==> config.mk <==
export PLATFORM = sky130hd
export DESIGN_NAME = stereo_three_band_biquad_eq
export DESIGN_NICKNAME = d
export VERILOG_FILES = /design/src/rtl/stbeq_pkg.sv /design/src/rtl/stbeq_regs.sv /design/src/rtl/stbeq_mul.sv /design/src/rtl/stereo_three_band_biquad_eq.sv
export SDC_FILE = /design/constraint.sdc
export NUM_CORES = 2
export LEC_CHECK = 0
export BUFFER_PORTS_ARGS = -buffer_cell sky130_fd_sc_hd__buf_2
export CORE_UTILIZATION = 40
export CTS_BUF_LIST = sky130_fd_sc_hd__clkbuf_8
export DETAILED_ROUTE_END_ITERATION = 12
export PLACE_DENSITY = 0.58
export SYNTH_ARGS = -nofsm -noshare
export SYNTH_HDL_FRONTEND = slang
export SYNTH_SLANG_ARGS = --single-unit
==> constraint.sdc <==
create_clock -name i_clk -period 18.99 [get_ports i_clk]
set_input_delay 1.899 -clock i_clk [delete_from_list [all_inputs] [get_ports i_clk]]
set_output_delay 1.899 -clock i_clk [all_outputs]
set_load 0.02 [all_outputs]
==> src/rtl/stbeq_pkg.sv <==
// Shared types and constants for the stereo three-band biquad equalizer.
// Used by stbeq_regs, stbeq_mul and stereo_three_band_biquad_eq.
// Has no dependencies of its own.
package stbeq_pkg;

    // Word and field widths.
    localparam int SAMPLE_W = 16;              // audio samples
    localparam int FRAC     = 16;              // fraction bits of signals and coefficients
    localparam int SIG_W    = 40;              // filter signal and history width
    localparam int HALF_W   = SIG_W / 2;       // signal half fed to the multiplier
    localparam int COEF_W   = 20;              // Q3.16 coefficient
    localparam int GAIN_W   = 20;              // unsigned Q4.16 gain
    localparam int ENABLE_W = 3;
    localparam int FF_W     = 3 * COEF_W;
    localparam int FB_W     = 2 * COEF_W;
    localparam int MOP_W    = COEF_W + 1;      // multiplier operand (signed)
    localparam int MPROD_W  = 2 * MOP_W;       // partial product
    localparam int PROD_W   = MOP_W + SIG_W;   // full coefficient by signal product
    localparam int TERM_W   = PROD_W - FRAC;   // product back at 16 fraction bits
    localparam int ACC_W    = 48;              // room for a three-term sum
    localparam int GAIN_SH  = 32;              // fraction bits of the output product
    localparam int Q_W      = PROD_W - GAIN_SH + 1;

    // Configuration port.
    localparam int DATA_W   = 64;
    localparam int ADDR_W   = 6;
    localparam int REG_BANDS = 3;              // coefficient sets in the register map
    localparam int BIDX_W   = $clog2(REG_BANDS);
    localparam int NUM_BANDS = 3;              // default number of processed bands

    localparam logic [GAIN_W-1:0] GAIN_RESET = 20'h10000;
    localparam logic [FF_W-1:0]   FF_RESET   = 60'h100_0000_0000_0000;
    localparam logic [FB_W-1:0]   FB_RESET   = '0;

    typedef enum logic [2:0] {
        REG_BAND_ENABLE,
        REG_MASTER_GAIN,
        REG_BASS_FF,
        REG_BASS_FB,
        REG_MID_FF,
        REG_MID_FB,
        REG_TREBLE_FF,
        REG_TREBLE_FB
    } t_reg_idx;

    typedef struct packed {
        logic [ENABLE_W-1:0]            enable;
        logic [GAIN_W-1:0]              gain;
        logic [REG_BANDS-1:0][FF_W-1:0] ff;
        logic [REG_BANDS-1:0][FB_W-1:0] fb;
    } t_cfg;

endpackage

==> src/rtl/stbeq_regs.sv <==
// Configuration register file of the equalizer, written and read over APB.
// Depends on stbeq_pkg for widths, register indexes and the t_cfg struct.
module stbeq_regs (
    input  logic                          i_clk,
    input  logic                          i_rst_n,
    input  logic                          psel,
    input  logic                          penable,
    input  logic                          pwrite,
    input  logic [stbeq_pkg::ADDR_W-1:0]  paddr,
    input  logic [stbeq_pkg::DATA_W-1:0]  pwdata,
    output logic [stbeq_pkg::DATA_W-1:0]  prdata,
    output logic                          pready,
    output stbeq_pkg::t_cfg               o_cfg
);
    import stbeq_pkg::*;

    t_cfg     r_cfg;
    t_reg_idx reg_idx;
    logic     wr_en;

    assign reg_idx = t_reg_idx'(paddr[ADDR_W-1:3]);
    assign wr_en   = psel && penable && pwrite;
    assign pready  = 1'b1;
    assign o_cfg   = r_cfg;

    always_ff @(posedge i_clk) begin
        if (!i_rst_n) begin
            r_cfg.enable <= '0;
            r_cfg.gain   <= GAIN_RESET;
            for (int b = 0; b < REG_BANDS; b++) begin
                r_cfg.ff[b] <= FF_RESET;
                r_cfg.fb[b] <= FB_RESET;
            end
        end else if (wr_en) begin
            unique case (reg_idx)
                REG_BAND_ENABLE: r_cfg.enable <= pwdata[ENABLE_W-1:0];
                REG_MASTER_GAIN: r_cfg.gain   <= pwdata[GAIN_W-1:0];
                REG_BASS_FF:     r_cfg.ff[0]  <= pwdata[FF_W-1:0];
                REG_BASS_FB:     r_cfg.fb[0]  <= pwdata[FB_W-1:0];
                REG_MID_FF:      r_cfg.ff[1]  <= pwdata[FF_W-1:0];
                REG_MID_FB:      r_cfg.fb[1]  <= pwdata[FB_W-1:0];
                REG_TREBLE_FF:   r_cfg.ff[2]  <= pwdata[FF_W-1:0];
                REG_TREBLE_FB:   r_cfg.fb[2]  <= pwdata[FB_W-1:0];
                default: ;
            endcase
        end
    end

    always_comb begin
        unique case (reg_idx)
            REG_BAND_ENABLE: prdata = DATA_W'(r_cfg.enable);
            REG_MASTER_GAIN: prdata = DATA_W'(r_cfg.gain);
            REG_BASS_FF:     prdata = DATA_W'(r_cfg.ff[0]);
            REG_BASS_FB:     prdata = DATA_W'(r_cfg.fb[0]);
            REG_MID_FF:      prdata = DATA_W'(r_cfg.ff[1]);
            REG_MID_FB:      prdata = DATA_W'(r_cfg.fb[1]);
            REG_TREBLE_FF:   prdata = DATA_W'(r_cfg.ff[2]);
            REG_TREBLE_FB:   prdata = DATA_W'(r_cfg.fb[2]);
            default:         prdata = '0;
        endcase
    end

endmodule

==> src/rtl/stbeq_mul.sv <==
// Shared multiplier of the equalizer: a 21 by 40 bit signed product formed
// from two 21 by 21 bit partial products. Uses stbeq_pkg.
module stbeq_mul (
    input  logic                                 i_clk,
    input  logic                                 i_rst_n,
    input  logic                                 i_start,
    input  logic signed [stbeq_pkg::MOP_W-1:0]   i_coef,
    input  logic signed [stbeq_pkg::SIG_W-1:0]   i_sig,
    output logic                                 o_done,
    output logic signed [stbeq_pkg::PROD_W-1:0]  o_prod
);
    import stbeq_pkg::*;

    typedef enum logic [1:0] {MP_IDLE, MP_LO, MP_SUM} t_phase;

    t_phase                    r_phase;
    logic                      r_done;
    logic signed [MOP_W-1:0]   r_c;
    logic [HALF_W-1:0]         r_sig_lo;
    logic signed [MPROD_W-1:0] r_hi;
    logic signed [MPROD_W-1:0] r_lo;
    logic signed [PROD_W-1:0]  r_prod;

    logic signed [MOP_W-1:0]   mul_a;
    logic signed [MOP_W-1:0]   mul_b;
    logic signed [MPROD_W-1:0] mul_p;

    // The upper half goes in signed on the start cycle, the lower half
    // unsigned on the next one, both against the same coefficient.
    always_comb begin
        mul_a = i_start ? i_coef : r_c;
        mul_b = i_start ? $signed({i_sig[SIG_W-1], i_sig[SIG_W-1:HALF_W]})
                        : $signed({1'b0, r_sig_lo});
        mul_p = mul_a * mul_b;
    end

    always_ff @(posedge i_clk) begin
        if (!i_rst_n) begin
            r_phase <= MP_IDLE;
            r_done  <= 1'b0;
        end else begin
            r_done <= (r_phase == MP_SUM);
            unique case (r_phase)
                MP_IDLE: begin
                    if (i_start) begin
                        r_c      <= i_coef;
                        r_sig_lo <= i_sig[HALF_W-1:0];
                        r_hi     <= mul_p;
                        r_phase  <= MP_LO;
                    end
                end
                MP_LO: begin
                    r_lo    <= mul_p;
                    r_phase <= MP_SUM;
                end
                MP_SUM: begin
                    r_prod  <= (PROD_W'(r_hi) <<< HALF_W) + PROD_W'(r_lo);
                    r_phase <= MP_IDLE;
                end
                default: r_phase <= MP_IDLE;
            endcase
        end
    end

    assign o_done = r_done;
    assign o_prod = r_prod;

endmodule

==> src/rtl/stereo_three_band_biquad_eq.sv <==
// Stereo three-band biquad equalizer. Each product uses the one shared multiplier,
// and a band needs five products in sequence.
// Reset (synchronous, active low) zeroes histories and restores register defaults.
module stereo_three_band_biquad_eq #(
    parameter int BANDS = stbeq_pkg::NUM_BANDS
) (
    input  logic                                   i_clk,
    input  logic                                   i_rst_n,
    // Input word channel.
    input  logic                                   i_in_valid,
    output logic                                   o_in_stall,
    input  logic                                   i_cmd,
    input  logic signed [stbeq_pkg::SAMPLE_W-1:0]  i_left_in,
    input  logic signed [stbeq_pkg::SAMPLE_W-1:0]  i_right_in,
    input  logic                                   i_block_end_in,
    // Output word channel.
    output logic                                   o_out_valid,
    input  logic                                   i_out_stall,
    output logic signed [stbeq_pkg::SAMPLE_W-1:0]  o_left_out,
    output logic signed [stbeq_pkg::SAMPLE_W-1:0]  o_right_out,
    output logic                                   o_block_end_out,
    // APB configuration port.
    input  logic                                   psel,
    input  logic                                   penable,
    input  logic                                   pwrite,
    input  logic [stbeq_pkg::ADDR_W-1:0]           paddr,
    input  logic [stbeq_pkg::DATA_W-1:0]           pwdata,
    output logic [stbeq_pkg::DATA_W-1:0]           prdata,
    output logic                                   pready
);
    import stbeq_pkg::*;

    // History layout: channel, then band, then z1/z2.
    localparam int HIST_N  = 4 * BANDS;
    localparam int HIDX_W  = $clog2(HIST_N);
    localparam int BCNT_W  = $clog2(BANDS + 1);

    // The sequencer walks bands of one channel, then the output gain, then
    // repeats for the other channel. Within a band five products run in order.
    typedef enum logic [2:0] {
        ST_IDLE,
        ST_BAND,
        ST_ISSUE,
        ST_WAIT,
        ST_GAIN_ISSUE,
        ST_GAIN_WAIT,
        ST_FINISH
    } t_state;

    typedef enum logic [2:0] {
        STEP_Y,     // y  = sat(b0*x + z1)
        STEP_Z1A,   // acc = b1*x + z2
        STEP_Z1B,   // z1 = sat(acc - a1*y)
        STEP_Z2A,   // acc = b2*x
        STEP_Z2B    // z2 = sat(acc - a2*y)
    } t_step;

    t_cfg cfg;

    t_state                     r_state;
    t_step                      r_step;
    logic                       r_chan;
    logic [BCNT_W-1:0]          r_band;
    logic signed [SIG_W-1:0]    r_x;
    logic signed [SIG_W-1:0]    r_y;
    logic signed [ACC_W-1:0]    r_acc;
    logic signed [SIG_W-1:0]    r_hist [HIST_N];
    logic signed [SAMPLE_W-1:0] r_right_smp;
    logic                       r_bend;
    logic signed [SAMPLE_W-1:0] r_left_q;
    logic signed [SAMPLE_W-1:0] r_right_q;
    logic                       r_ovalid;
    logic signed [SAMPLE_W-1:0] r_lout;
    logic signed [SAMPLE_W-1:0] r_rout;
    logic                       r_bout;

    logic                       in_acc;
    logic                       out_free;
    logic [BIDX_W-1:0]          bidx;
    logic [FF_W-1:0]            ff;
    logic [FB_W-1:0]            fb;
    logic [COEF_W-1:0]          coef_sel;
    logic                       hist_k;
    logic [HIDX_W-1:0]          hidx;
    logic signed [SIG_W-1:0]    hist_rd;
    logic                       mul_start;
    logic signed [MOP_W-1:0]    mul_coef;
    logic signed [SIG_W-1:0]    mul_sig;
    logic                       mul_done;
    logic signed [PROD_W-1:0]   mul_prod;
    logic signed [ACC_W-1:0]    term;
    logic signed [ACC_W-1:0]    sum_y;
    logic signed [ACC_W-1:0]    sum_z2;
    logic signed [ACC_W-1:0]    diff;
    logic signed [Q_W-1:0]      q_full;
    logic signed [SAMPLE_W-1:0] q_sat;

    // Saturate a wide sum to the 40-bit signal range.
    function automatic logic signed [SIG_W-1:0] sat_sig(input logic signed [ACC_W-1:0] v);
        logic [ACC_W-SIG_W:0] top;
        top = v[ACC_W-1:SIG_W-1];
        if ((top == '0) || (top == '1)) begin
            return v[SIG_W-1:0];
        end else if (v[ACC_W-1]) begin
            return {1'b1, {(SIG_W-1){1'b0}}};
        end else begin
            return {1'b0, {(SIG_W-1){1'b1}}};
        end
    endfunction

    stbeq_regs u_regs (
        .i_clk   (i_clk),
        .i_rst_n (i_rst_n),
        .psel    (psel),
        .penable (penable),
        .pwrite  (pwrite),
        .paddr   (paddr),
        .pwdata  (pwdata),
        .prdata  (prdata),
        .pready  (pready),
        .o_cfg   (cfg)
    );

    stbeq_mul u_mul (
        .i_clk   (i_clk),
        .i_rst_n (i_rst_n),
        .i_start (mul_start),
        .i_coef  (mul_coef),
        .i_sig   (mul_sig),
        .o_done  (mul_done),
        .o_prod  (mul_prod)
    );

    // The block takes one word at a time; a finished result waiting in the
    // output register does not hold off the next input word.
    assign o_in_stall = (r_state != ST_IDLE);
    assign in_acc     = i_in_valid && !o_in_stall;
    assign out_free   = !r_ovalid || !i_out_stall;

    always_comb begin
        bidx = BIDX_W'(r_band);
        ff   = cfg.ff[bidx];
        fb   = cfg.fb[bidx];

        // Coefficient and signal operand for the current product.
        case (r_step)
            STEP_Y:   coef_sel = ff[3*COEF_W-1:2*COEF_W];
            STEP_Z1A: coef_sel = ff[2*COEF_W-1:COEF_W];
            STEP_Z1B: coef_sel = fb[2*COEF_W-1:COEF_W];
            STEP_Z2A: coef_sel = ff[COEF_W-1:0];
            STEP_Z2B: coef_sel = fb[COEF_W-1:0];
            default:  coef_sel = '0;
        endcase

        mul_start = (r_state == ST_ISSUE) || (r_state == ST_GAIN_ISSUE);
        if (r_state == ST_GAIN_ISSUE) begin
            mul_coef = $signed({1'b0, cfg.gain});
            mul_sig  = r_x;
        end else begin
            mul_coef = $signed({coef_sel[COEF_W-1], coef_sel});
            mul_sig  = ((r_step == STEP_Z1B) || (r_step == STEP_Z2B)) ? r_y : r_x;
        end

        // z1 is touched in the first and third steps, z2 in the second and last.
        hist_k  = (r_step == STEP_Z1A) || (r_step == STEP_Z2B);
        hidx    = HIDX_W'((32'(r_chan) * 2 * BANDS) + (32'(r_band) * 2) + 32'(hist_k));
        hist_rd = r_hist[hidx];

        // Products are floored back to 16 fraction bits before any sum.
        term   = ACC_W'(TERM_W'(mul_prod >>> FRAC));
        sum_y  = term + ACC_W'(hist_rd);
        sum_z2 = term + ACC_W'(hist_rd);
        diff   = r_acc - term;

        // Output gain: drop 32 fraction bits rounding toward zero, then clip.
        q_full = Q_W'(mul_prod >>> GAIN_SH)
                 + Q_W'({1'b0, mul_prod[PROD_W-1] && (|mul_prod[GAIN_SH-1:0])});
        if ((q_full[Q_W-1:SAMPLE_W-1] == '0) || (q_full[Q_W-1:SAMPLE_W-1] == '1)) begin
            q_sat = q_full[SAMPLE_W-1:0];
        end else if (q_full[Q_W-1]) begin
            q_sat = {1'b1, {(SAMPLE_W-1){1'b0}}};
        end else begin
            q_sat = {1'b0, {(SAMPLE_W-1){1'b1}}};
        end
    end

    always_ff @(posedge i_clk) begin
        if (!i_rst_n) begin
            r_state  <= ST_IDLE;
            r_step   <= STEP_Y;
            r_chan   <= 1'b0;
            r_band   <= '0;
            r_ovalid <= 1'b0;
            for (int i = 0; i < HIST_N; i++) begin
                r_hist[i] <= '0;
            end
        end else begin
            // The output register fills from the finishing state and empties
            // when the receiver takes the word.
            if ((r_state == ST_FINISH) && out_free) begin
                r_ovalid <= 1'b1;
            end else if (r_ovalid && !i_out_stall) begin
                r_ovalid <= 1'b0;
            end

            unique case (r_state)
                ST_IDLE: begin
                    if (in_acc) begin
                        if (i_cmd) begin
                            for (int i = 0; i < HIST_N; i++) begin
                                r_hist[i] <= '0;
                            end
                        end else begin
                            r_x         <= SIG_W'($signed({i_left_in, {FRAC{1'b0}}}));
                            r_right_smp <= i_right_in;
                            r_bend      <= i_block_end_in;
                            r_chan      <= 1'b0;
                            r_band      <= '0;
                            r_state     <= ST_BAND;
                        end
                    end
                end
                ST_BAND: begin
                    // Bypassed bands leave their history alone.
                    if (r_band == BCNT_W'(BANDS)) begin
                        r_state <= ST_GAIN_ISSUE;
                    end else if (cfg.enable[bidx]) begin
                        r_step  <= STEP_Y;
                        r_state <= ST_ISSUE;
                    end else begin
                        r_band <= r_band + BCNT_W'(1);
                    end
                end
                ST_ISSUE: begin
                    r_state <= ST_WAIT;
                end
                ST_WAIT: begin
                    if (mul_done) begin
                        r_state <= ST_ISSUE;
                        case (r_step)
                            STEP_Y: begin
                                r_y    <= sat_sig(sum_y);
                                r_step <= STEP_Z1A;
                            end
                            STEP_Z1A: begin
                                r_acc  <= sum_z2;
                                r_step <= STEP_Z1B;
                            end
                            STEP_Z1B: begin
                                r_hist[hidx] <= sat_sig(diff);
                                r_step       <= STEP_Z2A;
                            end
                            STEP_Z2A: begin
                                r_acc  <= term;
                                r_step <= STEP_Z2B;
                            end
                            STEP_Z2B: begin
                                r_hist[hidx] <= sat_sig(diff);
                                r_x          <= r_y;
                                r_band       <= r_band + BCNT_W'(1);
                                r_step       <= STEP_Y;
                                r_state      <= ST_BAND;
                            end
                            default: r_step <= STEP_Y;
                        endcase
                    end
                end
                ST_GAIN_ISSUE: begin
                    r_state <= ST_GAIN_WAIT;
                end
                ST_GAIN_WAIT: begin
                    if (mul_done) begin
                        if (!r_chan) begin
                            // Left done: start the right channel from band zero.
                            r_left_q <= q_sat;
                            r_chan   <= 1'b1;
                            r_band   <= '0;
                            r_x      <= SIG_W'($signed({r_right_smp, {FRAC{1'b0}}}));
                            r_state  <= ST_BAND;
                        end else begin
                            r_right_q <= q_sat;
                            r_state   <= ST_FINISH;
                        end
                    end
                end
                ST_FINISH: begin
                    // Wait for the output register to free up before handing off.
                    if (out_free) begin
                        r_lout   <= r_left_q;
                        r_rout   <= r_right_q;
                        r_bout   <= r_bend;
                        r_state  <= ST_IDLE;
                    end
                end
                default: r_state <= ST_IDLE;
            endcase
        end
    end

    assign o_out_valid     = r_ovalid;
    assign o_left_out      = r_lout;
    assign o_right_out     = r_rout;
    assign o_block_end_out = r_bout;

`ifndef SYNTHESIS
    // The multiplier only reports a product while the sequencer waits for one.
    a_done_in_wait: assert property (@(posedge i_clk) disable iff (!i_rst_n)
        mul_done |-> ((r_state == ST_WAIT) || (r_state == ST_GAIN_WAIT)))
        else $error("multiplier result arrived outside a wait state");

    // A new result is only ever loaded from the finishing state.
    a_result_from_finish: assert property (@(posedge i_clk) disable iff (!i_rst_n)
        $rose(r_ovalid) |-> ($past(r_state) == ST_FINISH))
        else $error("output word loaded outside the finishing state");

    // The finishing state hands off once the output side is free.
    a_finish_handoff: assert property (@(posedge i_clk) disable iff (!i_rst_n)
        ((r_state == ST_FINISH) && out_free) |=> (r_ovalid && (r_state == ST_IDLE)))
        else $error("finished word was not handed to the output register");

    // A clear command leaves the first and last history entries at zero.
    a_clear_zeroes: assert property (@(posedge i_clk) disable iff (!i_rst_n)
        (in_acc && i_cmd) |=> ((r_hist[0] == '0) && (r_hist[HIST_N-1] == '0)))
        else $error("history not cleared by clear command");

    // The band counter never runs past the configured band count.
    a_band_bound: assert property (@(posedge i_clk) disable iff (!i_rst_n)
        (r_state != ST_IDLE) |-> (r_band <= BCNT_W'(BANDS)))
        else $error("band counter out of range");
`endif

endmodule

==> results.sh <==
export IMPL_num_vias=61000
export IMPL_setup_slack_ps=7040
export IMPL_yosysTopAreaCell="edfxtp_1"
export IMPL_cts_sinks=1369
export IMPL_die_h_um=454
export IMPL_drive_gt1_frac=0.127
export IMPL_area_growth_pct=10.4
export IMPL_fin_area_um2=90100
export IMPL_wl_met1_mm=107
export IMPL_wl_met2_mm=131
export IMPL_cts_resized_gates=0
export IMPL_core_area_um2=203000
export IMPL_endpoint_kind="flop"
export IMPL_seq_area_frac_synth=0.462
export IMPL_ys_top_cells_by_area="edfxtp_1, fa_1, dfxtp_1, mux4_2, nand2_1"
export IMPL_slew_headroom=0.153
export IMPL_start_kind="flop"
export IMPL_grt_ovfl_total=0
export IMPL_fin_nets=8695
export IMPL_nFillCells=19000
export IMPL_cts_tree="done"
export IMPL_hpwl_mm=181
export IMPL_avgSynthCellArea_um2=10.5
export IMPL_synth_area_um2=81600
export IMPL_cts_buffer_depth=3
export IMPL_violations="design-rule violations"
export IMPL_synth_commonest_cells="nand2_1, edfxtp_1, nor2_1"
export IMPL_cts_buffers=233
export IMPL_drcViolationCount=1
export IMPL_setup_viol=0
export IMPL_path_common_cell="inv_1"
export IMPL_reg2reg_from="r_step[0]$_SDFFE_PN0P_"
export IMPL_post_dp_cell_area_um2=85600
export IMPL_cts_root_buf="clkbuf_8"
export IMPL_worstSkewPairLatency_ps=1060
export IMPL_fin_setup_tns_ps=0
export IMPL_dr_pass1_iters=10
export IMPL_cts_htree_levels=4
export IMPL_grt_setup_unrepaired="no"
export IMPL_arrival_ps=12750
export IMPL_crit_type="flop to flop"
export IMPL_wl_per_cell_um=25.1
export IMPL_synth_seq_cells=1369
export IMPL_fp_dieW_um=454
export IMPL_gp_congestion=0.926
export IMPL_async_reset_ff_frac=0
export IMPL_die_area_um2=206000
export IMPL_via_per_inst=5.67
export IMPL_maxSlewViolCount=0
export IMPL_antenna_found_initial=36
export IMPL_status="complete, but fails checks"
export IMPL_grt_pass1_vias=60800
export IMPL_required_ps=19780
export IMPL_clkSlewWorstSetupHoldPaths_ps=70
export IMPL_fmax_mhz=83.7
export IMPL_postRouteAntennaNets=0
export IMPL_cpMaxStageDelayCell="o311ai_0"
export IMPL_synth_cells=7773
export IMPL_post_place_ws_ps=7040
export IMPL_ctsHoldBuffers=0
export IMPL_cp_slowest_stage_delay_ps=740
export IMPL_min_period_over_period=0.629
export IMPL_ios=211
export IMPL_grt_max_degree=114
export IMPL_start_util=0.403
export IMPL_routed_wl_mm=270
export IMPL_tightest_slew_ps=1260
export IMPL_timing_final_crit_period_ps=11950
export IMPL_synth_edff_count=1033
export IMPL_routed_top_layer="met5"
export IMPL_ys_flop_type="edfxtp_1"
export IMPL_final_hold_violation_count=0
export IMPL_numPortBuffers=198
export IMPL_yosysTopAreaCellShare=0.380
export IMPL_min_from="r_right_q[2]$_DFFE_PP_"
export IMPL_rows=165
export IMPL_yosysMostFrequentCell="nand2_1"
export IMPL_drtIter0Drc=5753
export IMPL_globalRouteTotalUtil=0.260
export IMPL_startpoint="r_step[0]$_SDFFE_PN0P_"
export IMPL_worstHoldPathType="flop to flop"
export IMPL_ys_warnings_count=0
export IMPL_synth_cell_types=86
export IMPL_fin_skew_ps=106
export IMPL_cts_setup_buffers=0
export IMPL_wl_met3_mm=19.2
export IMPL_cap_violations=0
export IMPL_grt_pass1_wl_mm=398
export IMPL_crit_fanout=31
final timing paths:
kind / to / slack, ps / cells past startpoint
max reg2reg: u_mul.r_lo[40]$_DFFE_PP_ / 7040 / 40
max: u_mul.r_lo[40]$_DFFE_PP_ / 7040 / 40
min: o_right_out[2]$_DFFE_PP_ / 410 / 0
min reg2reg: o_right_out[2]$_DFFE_PP_ / 410 / 0
critical path: cells and delay by family, from the launching register on:
kind | cells | cell delay [ps]
buf+inv | 12 | 2400
flops | 1 | 290
fa+ha+maj | 8 | 3880
simple gates | 6 | 1600
compound gates | 13 | 3170
xor+xnor | 1 | 350
cell families after synthesis:
group,share of synthesized area
and+or+nand+nor,0.126
AOI/OAI and AO/OA,0.108
DFF,0.462
buffers and inverters,0.0549
adders and majority gates,0.151
muxes,0.0777
xor gates and xnor gates,0.0189
other,0.0000920
flip-flops by register name, indices dropped and copies added (netlist names), 20 cells and up:
| register | flops |
|---|---|
| r_y | 40 |
| u_mul.r_hi | 41 |
| u_regs.o_cfg | 323 |
| u_mul.r_lo | 42 |
| r_x | 40 |
| u_mul.r_sig_lo | 20 |
| r_acc | 46 |
| u_mul.r_c | 21 |
| r_hist | 640 |
| u_mul.o_prod | 61 |
layout by cell type, fill, tap and decap left out, types with 42 or more instances in the layout:
cell / netlist / layout
xor2_1: 60 / 60
mux2_2: 58 / 58
mux4_2: 201 / 201
ha_1: 245 / 244
xnor2_1: 116 / 116
nand2_1: 1148 / 1133
nand3_1: 90 / 90
a21oi_1: 654 / 650
nor2_1: 949 / 940
o21ai_0: 246 / 236
fa_1: 464 / 463
clkinv_1: 1 / 45
edfxtp_1: 1033 / 1033
mux2i_1: 116 / 116
nor3_1: 51 / 42
dfxtp_1: 336 / 332
buf_4: 7 / 147
inv_1: 661 / 748
a21o_1: 120 / 120
buf_2: 38 / 198
a22oi_1: 145 / 145
and2_1: 55 / 54
clkbuf_8: 0 / 247
per-stage QoR:
step / std cells / util / hold WS (ps)
3_5_place_dp: 10300 / 0.423 / 405
5_1_grt: 10700 / 0.445 / 425
4_1_cts: 10700 / 0.445 / 414
6_report: 10800 / 0.445 / 413
3_3_place_gp: 10300 / 0.423 / 400
2_1_floorplan: 7776 / - / 400
final cells by class:
type	count	area, µm²	area share
Sequential cell	1369	37800	0.419
Clock buffer	247	3400	0.0377
Tap cell	2672	3340	0.0371
Timing Repair Buffer	346	2110	0.0235
Inverter	692	2610	0.0289
Clock inverter	175	1100	0.0122
Multi-Input combinational cell	5233	39800	0.441
Antenna cell	23	57.6	0.000639
routing by layer:
| layer | global-route usage | vias up |
|---|---|---|
| met5 | 0 | - |
| met4 | 0.121 | 6 |
| met3 | 0.0417 | 577 |
| met2 | 0.434 | 2621 |
| met1 | 0.329 | 30800 |
| li1 | - | 27000 |
Power is left out: the tool's default activity adds up to more than one toggle a clock period on the data nets, which glitch-free logic cannot reach.
